--- src/design/lecs_pkg.sv ---
// ----------------------------------------------------------------------------
// lecs_pkg
// Shared types and constants of the level envelope command sequencer.
// ----------------------------------------------------------------------------
package lecs_pkg;

  localparam int MAX_CMDS = 16;
  localparam int IDX_W    = $clog2(MAX_CMDS);
  localparam int CNT_W    = $clog2(MAX_CMDS + 1);

  localparam int DUR_W    = 28;
  localparam int LVL_W    = 16;
  localparam int FRAC_W   = 17;

  localparam logic [LVL_W-1:0]  UNITY   = 16'h8000;
  localparam logic [FRAC_W-1:0] ONE_Q16 = 17'h10000;
  localparam logic [DUR_W-1:0]  CAP28   = 28'hFFFFFFF;

  // input opcodes
  localparam logic [1:0] OP_TICK   = 2'd0;
  localparam logic [1:0] OP_WRITE  = 2'd1;
  localparam logic [1:0] OP_START  = 2'd2;
  localparam logic [1:0] OP_CANCEL = 2'd3;

  // entry kinds
  localparam logic [2:0] K_PLAY  = 3'd0;
  localparam logic [2:0] K_STOP  = 3'd1;
  localparam logic [2:0] K_LEVEL = 3'd2;
  localparam logic [2:0] K_WAIT  = 3'd3;
  localparam logic [2:0] K_RAMP  = 3'd4;

  // configuration register indexes
  localparam logic [1:0] CFG_LOOP  = 2'd0;
  localparam logic [1:0] CFG_COUNT = 2'd1;
  localparam logic [1:0] CFG_RATE  = 2'd2;

  typedef struct packed {
    logic        curve;
    logic [19:0] dur;
    logic [15:0] level;
    logic [2:0]  kind;
  } cmd_entry_t;

endpackage

--- src/design/level_envelope_command_sequencer_unit.sv ---
// ----------------------------------------------------------------------------
// level_envelope_command_sequencer_unit
// Plays a 16-entry table of level commands, paced by sample ticks.
// ----------------------------------------------------------------------------
//  channel | ports                              | direction
//  --------+------------------------------------+----------
//  in      | in_valid/in_ready, opcode, entry_* | input
//  out     | out_valid/out_ready, level, flags  | output
//  cfg     | cfg_valid/cfg_ready, index, data   | input
//
//  A ramp tick runs the shared divider loop and, for an equal power curve,
//  the root loop; the divider is skipped once the ramp has reached its end.
//  Start and tick completions walk the table entry by entry, then wrap,
//  stop or set up the next timed command.
//  Reset is synchronous; the table holds no reset value.
//  in_ready drops while one beat is in work; a stalled result holds in the
//  output register and the next beat is still taken.
// ----------------------------------------------------------------------------
module level_envelope_command_sequencer_unit (
  input  logic        clk,
  input  logic        rst_n,
  input  logic        in_valid,
  output logic        in_ready,
  input  logic [1:0]  in_opcode,
  input  logic [3:0]  in_entry_index,
  input  logic [2:0]  in_entry_kind,
  input  logic [15:0] in_entry_level,
  input  logic [19:0] in_entry_duration,
  input  logic        in_entry_curve,
  output logic        out_valid,
  input  logic        out_ready,
  output logic [15:0] out_level,
  output logic        out_playback_enabled,
  output logic        out_sequence_running,
  input  logic        cfg_valid,
  output logic        cfg_ready,
  input  logic [1:0]  cfg_index,
  input  logic [18:0] cfg_data
);

  typedef enum logic [3:0] {
    S_IDLE, S_WALK, S_BEGIN, S_DIV, S_FUNC, S_SQRT, S_SCALE, S_CHECK, S_DONE
  } state_t;

  state_t state_r;

  // configuration
  logic                          loop_r;
  logic [4:0]                    count_r;
  logic [18:0]                   rate_r;

  // sequencer state
  logic [lecs_pkg::CNT_W-1:0]    step_r;
  logic [lecs_pkg::CNT_W-1:0]    visited_r;
  logic [lecs_pkg::DUR_W-1:0]    elapsed_r;
  logic [lecs_pkg::DUR_W-1:0]    dur_r;
  logic [lecs_pkg::LVL_W-1:0]    start_lvl_r;
  logic [lecs_pkg::LVL_W-1:0]    level_r;
  logic                          play_r;
  logic                          running_r;
  logic                          timed_r;

  // shared arithmetic
  logic [4:0]                    cnt_r;
  logic [lecs_pkg::DUR_W-1:0]    rem_r;
  logic [15:0]                   quo_r;
  logic [32:0]                   sq_v_r;
  logic [32:0]                   sq_r_r;
  logic [32:0]                   sq_bit_r;
  logic [lecs_pkg::FRAC_W-1:0]   frac_r;

  // output register
  logic                          out_valid_r;
  logic [lecs_pkg::LVL_W-1:0]    out_level_r;
  logic                          out_play_r;
  logic                          out_run_r;

  lecs_pkg::cmd_entry_t          cmd_mem [lecs_pkg::MAX_CMDS];
  lecs_pkg::cmd_entry_t          cur_e;
  logic                          in_acc;
  logic [lecs_pkg::CNT_W-1:0]    eff_n;
  logic [lecs_pkg::CNT_W-1:0]    max_n;
  logic [lecs_pkg::DUR_W-1:0]    elapsed_inc;
  logic [38:0]                   dur_prod;
  logic [lecs_pkg::DUR_W:0]      div_t;
  logic                          div_ge;
  logic [lecs_pkg::DUR_W-1:0]    rem_nxt;
  logic [15:0]                   quo_nxt;
  logic [32:0]                   sq_sum;
  logic                          sq_ge;
  logic [32:0]                   sq_r_nxt;
  logic                          rising;
  logic [lecs_pkg::LVL_W-1:0]    span;
  logic [32:0]                   scaled;
  logic                          out_free;

  assign max_n    = lecs_pkg::CNT_W'(lecs_pkg::MAX_CMDS);
  assign eff_n    = (lecs_pkg::CNT_W'(count_r) > max_n || count_r > 5'(lecs_pkg::MAX_CMDS))
                    ? max_n : lecs_pkg::CNT_W'(count_r);
  assign in_ready = (state_r == S_IDLE);
  assign in_acc   = in_valid && in_ready;
  assign cfg_ready = 1'b1;

  // entry at the current step; out of range reads as an empty entry
  assign cur_e = (step_r >= max_n) ? '0 : cmd_mem[step_r[lecs_pkg::IDX_W-1:0]];

  assign elapsed_inc = (elapsed_r < lecs_pkg::CAP28) ? elapsed_r + 1'b1 : elapsed_r;
  assign dur_prod    = 39'(cur_e.dur) * 39'(rate_r);

  // one restoring divider step
  assign div_t   = {rem_r, 1'b0};
  assign div_ge  = div_t >= {1'b0, dur_r};
  assign rem_nxt = div_ge ? lecs_pkg::DUR_W'(div_t - {1'b0, dur_r}) : div_t[lecs_pkg::DUR_W-1:0];
  assign quo_nxt = {quo_r[14:0], div_ge};

  // one square root step
  assign sq_sum   = sq_r_r + sq_bit_r;
  assign sq_ge    = sq_v_r >= sq_sum;
  assign sq_r_nxt = sq_ge ? (sq_r_r >> 1) + sq_bit_r : (sq_r_r >> 1);

  assign rising = cur_e.level > start_lvl_r;
  assign span   = (cur_e.level >= start_lvl_r) ? cur_e.level - start_lvl_r
                                               : start_lvl_r - cur_e.level;
  assign scaled = 33'(span) * 33'(frac_r);

  assign out_free = !out_valid_r || out_ready;

  // command table: write on an accepted write-entry beat
  always_ff @(posedge clk) begin
    if (in_acc && in_opcode == lecs_pkg::OP_WRITE &&
        lecs_pkg::CNT_W'(in_entry_index) < max_n) begin
      cmd_mem[lecs_pkg::IDX_W'(in_entry_index)] <= {in_entry_curve, in_entry_duration,
                                                   in_entry_level, in_entry_kind};
    end
  end

  always_ff @(posedge clk) begin
    if (!rst_n) begin
      state_r     <= S_IDLE;
      loop_r      <= 1'b0;
      count_r     <= '0;
      rate_r      <= 19'd48000;
      step_r      <= '0;
      visited_r   <= '0;
      elapsed_r   <= '0;
      dur_r       <= '0;
      start_lvl_r <= '0;
      level_r     <= lecs_pkg::UNITY;
      play_r      <= 1'b0;
      running_r   <= 1'b0;
      timed_r     <= 1'b0;
      cnt_r       <= '0;
      out_valid_r <= 1'b0;
    end else begin
      if (cfg_valid) begin
        case (cfg_index)
          lecs_pkg::CFG_LOOP:  loop_r  <= cfg_data[0];
          lecs_pkg::CFG_COUNT: count_r <= cfg_data[4:0];
          lecs_pkg::CFG_RATE:  rate_r  <= cfg_data;
          default: ;
        endcase
      end

      // drop the result once taken, unless a new one loads this cycle
      if (out_valid_r && out_ready && state_r != S_DONE) out_valid_r <= 1'b0;

      case (state_r)
        S_IDLE: begin
          if (in_acc) begin
            case (in_opcode)
              lecs_pkg::OP_START: begin
                step_r      <= '0;
                visited_r   <= '0;
                elapsed_r   <= '0;
                dur_r       <= '0;
                timed_r     <= 1'b0;
                start_lvl_r <= level_r;
                play_r      <= 1'b0;
                level_r     <= lecs_pkg::UNITY;
                running_r   <= 1'b1;
                state_r     <= S_WALK;
              end
              lecs_pkg::OP_CANCEL: begin
                running_r <= 1'b0;
                play_r    <= 1'b0;
                level_r   <= lecs_pkg::UNITY;
                step_r    <= '0;
                elapsed_r <= '0;
                dur_r     <= '0;
                timed_r   <= 1'b0;
                state_r   <= S_DONE;
              end
              lecs_pkg::OP_TICK: begin
                if (running_r && timed_r) begin
                  elapsed_r <= elapsed_inc;
                  if (cur_e.kind == lecs_pkg::K_RAMP) begin
                    rem_r   <= elapsed_inc;
                    quo_r   <= '0;
                    cnt_r   <= '0;
                    state_r <= S_DIV;
                  end else begin
                    state_r <= S_CHECK;
                  end
                end else begin
                  state_r <= S_DONE;
                end
              end
              default: state_r <= S_DONE;
            endcase
          end
        end

        // run immediate commands up to the next timed one, wrapping or stopping at the table end
        S_WALK: begin
          if (step_r >= eff_n) begin
            if (!loop_r) begin
              running_r <= 1'b0;
              state_r   <= S_DONE;
            end else if (eff_n == '0) begin
              state_r <= S_DONE;
            end else begin
              step_r <= '0;
            end
          end else if (visited_r >= eff_n) begin
            step_r  <= eff_n;
            state_r <= S_DONE;
          end else if (cur_e.kind == lecs_pkg::K_WAIT || cur_e.kind == lecs_pkg::K_RAMP) begin
            state_r <= S_BEGIN;
          end else begin
            case (cur_e.kind)
              lecs_pkg::K_PLAY:  play_r  <= 1'b1;
              lecs_pkg::K_STOP:  play_r  <= 1'b0;
              lecs_pkg::K_LEVEL: level_r <= cur_e.level;
              default: ;
            endcase
            step_r    <= step_r + 1'b1;
            visited_r <= visited_r + 1'b1;
          end
        end

        // set up a timed command: samples = dur * rate >> 10, saturated
        S_BEGIN: begin
          elapsed_r <= '0;
          dur_r     <= dur_prod[38] ? lecs_pkg::CAP28 : dur_prod[37:10];
          timed_r   <= 1'b1;
          if (cur_e.kind == lecs_pkg::K_RAMP) start_lvl_r <= level_r;
          state_r   <= S_DONE;
        end

        // p = elapsed * 65536 / duration, one quotient bit per cycle
        S_DIV: begin
          if (cnt_r == '0 && elapsed_r >= dur_r) begin
            frac_r  <= lecs_pkg::ONE_Q16;
            state_r <= S_FUNC;
          end else begin
            rem_r <= rem_nxt;
            quo_r <= quo_nxt;
            cnt_r <= cnt_r + 1'b1;
            if (cnt_r == 5'd15) begin
              frac_r  <= {1'b0, quo_nxt};
              state_r <= S_FUNC;
            end
          end
        end

        S_FUNC: begin
          if (!cur_e.curve) begin
            state_r <= S_SCALE;
          end else begin
            sq_v_r   <= rising ? {frac_r, 16'h0} : {lecs_pkg::ONE_Q16 - frac_r, 16'h0};
            sq_r_r   <= '0;
            sq_bit_r <= 33'h1_0000_0000;
            cnt_r    <= '0;
            state_r  <= S_SQRT;
          end
        end

        // integer square root, one result bit per cycle
        S_SQRT: begin
          if (sq_ge) sq_v_r <= sq_v_r - sq_sum;
          sq_r_r   <= sq_r_nxt;
          sq_bit_r <= sq_bit_r >> 2;
          cnt_r    <= cnt_r + 1'b1;
          if (cnt_r == 5'd16) begin
            frac_r  <= rising ? sq_r_nxt[lecs_pkg::FRAC_W-1:0]
                              : lecs_pkg::ONE_Q16 - sq_r_nxt[lecs_pkg::FRAC_W-1:0];
            state_r <= S_SCALE;
          end
        end

        S_SCALE: begin
          if (cur_e.level >= start_lvl_r) level_r <= start_lvl_r + scaled[31:16];
          else                            level_r <= start_lvl_r - scaled[31:16];
          state_r <= S_CHECK;
        end

        // advance past a finished timed command
        S_CHECK: begin
          if (elapsed_r >= dur_r) begin
            step_r    <= step_r + 1'b1;
            visited_r <= '0;
            elapsed_r <= '0;
            dur_r     <= '0;
            timed_r   <= 1'b0;
            state_r   <= S_WALK;
          end else begin
            state_r <= S_DONE;
          end
        end

        // hold until the output register is free
        S_DONE: begin
          if (out_free) begin
            out_valid_r <= 1'b1;
            out_level_r <= level_r;
            out_play_r  <= play_r;
            out_run_r   <= running_r;
            state_r     <= S_IDLE;
          end
        end

        default: state_r <= S_IDLE;
      endcase
    end
  end

  assign out_valid            = out_valid_r;
  assign out_level            = out_level_r;
  assign out_playback_enabled = out_play_r;
  assign out_sequence_running = out_run_r;

  a_timed_running: assert property (@(posedge clk) disable iff (!rst_n)
    timed_r |-> running_r) else $error("timed command without running sequence");

  a_timed_step: assert property (@(posedge clk) disable iff (!rst_n)
    timed_r |-> step_r < max_n) else $error("timed command past table end");

  a_sqrt_bound: assert property (@(posedge clk) disable iff (!rst_n)
    state_r == S_SQRT |-> cnt_r <= 5'd16) else $error("root loop overrun");

  a_div_ramp: assert property (@(posedge clk) disable iff (!rst_n)
    state_r == S_DIV |-> timed_r && cur_e.kind == lecs_pkg::K_RAMP)
    else $error("divider started outside a ramp");

endmodule

--- config.mk ---
export PLATFORM = sky130hd
export DESIGN_NAME = level_envelope_command_sequencer_unit
export DESIGN_NICKNAME = d
export VERILOG_FILES = /design/src/design/lecs_pkg.sv /design/src/design/level_envelope_command_sequencer_unit.sv
export SDC_FILE = /design/constraint.sdc
export NUM_CORES = 2
export LEC_CHECK = 0
export BUFFER_PORTS_ARGS = -buffer_cell sky130_fd_sc_hd__buf_2
export CORE_UTILIZATION = 55
export CTS_CLUSTER_SIZE = 8
export DETAILED_ROUTE_END_ITERATION = 10
export GPL_TIMING_DRIVEN = 0
export PLACE_DENSITY = 0.71
export SLEW_MARGIN = 20
export SYNTH_ARGS = -nofsm -noshare
export SYNTH_HDL_FRONTEND = slang
export SYNTH_SLANG_ARGS = --single-unit
--- constraint.sdc ---
create_clock -name clk -period 16 [get_ports clk]
set_input_delay 2.4 -clock clk [delete_from_list [all_inputs] [get_ports clk]]
set_output_delay 2.4 -clock clk [all_outputs]
set_load 0.05 [all_outputs]
==> results.cfg <==
[status]
status = finished clean

[detailed_routing]
wl_um = 186000
wl_per_cell_um = 23.5
antenna_left = 0
drc_errors = 0
avgViaCountPerCell = 5.97
vias = 47200
drtIter0Drc = 4725
drt-pass1-iter-count = 8

[cts]
clock_sinks = 941
clk_latency_ns = 0.79
htreeDepth = 4
cts_buffers = 137
clk_pin_slew_worst_paths_ns = 0.08
cts_buffer_depth = 3
holdBufCountCts = 0
cts_tree = built
cts_root_buffer = clkbuf_16

[sta]
fmax_ghz = 0.0650
fin_crit_ns = 15.39
slew_violations = 0
fin_ws_ns = 0.606
finalSetupViolCount = 0
worst_pin_slew_ns = 1.06
fin_tns_setup_ns = 0
min_period_over_period = 0.962
skew_ns = 0.0658
slew_headroom = 0.287
hold_viol = 0

[flow_run]
drv_cap = 0

[placement]
place_congestion = 0.947
dp.cells = 7710
io_buffers = 88
dp_hpwl_um = 137000
pre_cts_slack_ns = -1.96

[floorplanning]
rows = 127
die_h_um = 351
ios = 93
die_x_um = 351
die-area_um2 = 123000
initial_core_util = 0.556
core-area_um2 = 120000

[cells_and_area]
fin_nets = 7235
drive_gt1_frac = 0.105
final_cells = 7907
fill_cells = 9351
syn_to_final_growth_pct = 11.9

[synth]
ys.warnings.count = 0
yosysSeqAreaShare = 0.402
synthCells = 5946
synth_fp_nets = 6940
synth_edf_count = 801
synth-main-ff-cell = edfxtp_1
avgSynthCellArea_um2 = 11.2
netlist_area_um2 = 66900
synth_cell_type_count = 95
postSynth.asyncResetShare = 0
ys_ff_latch = 941

[global_route]
gr-usage-all-layers = 0.307
grt_pass1_wl_um = 283000
grt_antenna_before_repair = 19
overflow = 0
grt_start_max_net_pins = 20
first_global_vias = 48200

[critical_path]
crit_path_end_kind = flip-flop
path_class = reg2reg
crit_arrival_ns = 16.04
r2r_end = level_r[15]
cp.required_ns = 16.64
start_kind = flip-flop
path_max_fanout = 19
r2r_cells = 52
cp_slowest_cell = xnor2_1
cpPeakStageDelay_ns = 0.75
r2r_setup_slack_ns = 0.61

[min_path]
hold_depth = 0
worstHoldEndpoint = out_level[12]
hold_start = level_r[12]
hold_class = reg2reg
[repair_timing]
action / CTS / global route
setup endpoints to repair: 11 / 6
pin swaps: 3 / 3
gates resized for setup: 68 / 42
buffers inserted: 5 / 5
[cell type report]
class	instances	area [um2]	area share
clock buffer	172	3610	0.0483
multi-input combinational	3992	36500	0.487
clock inverter	17	388	0.00518
sequential	941	26900	0.359
buffer	282	1220	0.0163
inverter	725	2720	0.0364
tap	1612	2020	0.0270
timing repair buffer	162	1550	0.0207
antenna	4	10.0	0.000134
[Yosys cell counts, types with 9 or more instances]
master	count	share of area
edfxtp_1	801	0.36
inv_1	723	0.041
nand2_1	688	0.039
fa_1	515	0.15
ha_1	407	0.076
nor2_1	306	0.017
a21oi_1	272	0.020
clkbuf_1	243	0.014
and2_1	189	0.018
o21ai_0	189	0.014
mux4_2	188	0.063
dfxtp_1	140	0.042
xnor2_1	131	0.017
and3_1	111	0.010
xor2_1	104	0.014
nor3_1	91	0.0068
mux2i_1	90	0.013
a21o_1	75	0.0084
nor2b_1	63	0.0059
nand3_1	62	0.0046
nand2b_1	52	0.0049
nand4_1	36	0.0034
a31oi_1	35	0.0033
o21bai_1	35	0.0039
a211oi_1	31	0.0035
or3_1	28	0.0026
o21a_1	26	0.0029
a31o_2	23	0.0030
buf_1	23	0.0013
o31ai_1	18	0.0020
buf_2	17	0.0013
nand3b_1	17	0.0019
o211ai_1	13	0.0015
o22ai_1	12	0.0011
or2_2	12	0.0011
or4_1	12	0.0013
o221ai_1	11	0.0014
a21boi_0	10	0.0011
a221oi_1	10	0.0013
nor4_1	9	0.00084
o211a_1	9	0.0013
[registers in the layout (all words and copies together) (netlist names), 4 cells and up, named ones only]
name	cells
cmd_mem	640
cnt_r	5
count_r	5
dur_r	28
elapsed_r	28
frac_r	17
level_r	16
out_level	16
quo_r	15
rate_r	19
rem_r	28
sq_bit_r	17
sq_r_r	33
sq_v_r	33
start_lvl_r	16
state_r	4
step_r	5
visited_r	5
[how the worst max path moves through the flow]
| stage | to |
|---|---|
| floorplan | level_r[15] |
| global placement | level_r[15] |
| detailed placement | level_r[15] |
| CTS | level_r[15] |
| global route | level_r[15] |
| finish | level_r[15] |
[logic make-up (layout without fill, tap and decap cells)]
family | count (synthesis) | in the layout | synth area share
compound gates | 842 | 842 | 0.0802
xor+xnor | 235 | 235 | 0.0308
fa+ha+maj | 922 | 922 | 0.230
buf+inv | 1013 | 1358 | 0.0577
flops | 941 | 941 | 0.402
mux | 279 | 279 | 0.0770
other cells | 1 | 5 | 0.0000561
simple gates | 1713 | 1713 | 0.122
[layout by cell type, fill, tap and decap left out, types with 26 or more instances in the layout]
master and instances:
clkbuf_16 138, dfxtp_1 140, a21oi_1 271, and2_1 189
o21bai_1 35, o21a_1 26, clkbuf_1 249, ha_1 407
or3_1 28, mux4_2 188, o21ai_0 189, nand4_1 36
nand2b_1 52, buf_4 38, xnor2_1 121, a211oi_1 29
nand3_1 62, and3_1 111, nor2_1 293, xor2_1 100
a21o_1 75, buf_2 104, a31oi_1 35, mux2i_1 88
fa_1 515, nand2_1 687, inv_1 723, nor2b_1 63
nor3_1 85, edfxtp_1 801
[critical path: cells and delay by family, from the launching register on]
family	cells	cell delay (ns)
AND/OR/NAND/NOR	11	2.80
AO/OA/AOI/OAI	17	3.69
XOR/XNOR	4	1.38
multiplexers	2	0.89
adder cells (fa/ha/maj)	10	3.76
flip-flops	1	0.44
buffers and inverters	8	2.32
[layer usage]
metal,track usage,part of all wire,vias up
li1,-,-,21100
met1,0.391,0.39,23500
met2,0.513,0.48,2172
met3,0.0686,0.091,394
met4,0.115,0.037,22
met5,0,0.00069,-
[stage by stage]
step,utilization,area [um2],hold WS (ns)
6_report,0.622,74800,0.439
3_5_place_dp,0.586,70500,0.446
3_3_place_gp,0.576,69300,0.440
5_1_grt,0.622,74800,0.454
4_1_cts,0.621,74700,0.447
2_1_floorplan,-,66900,0.408
Power is not shown: default switching activity piles up to over one toggle a cycle in this logic, so the estimate is an artifact.
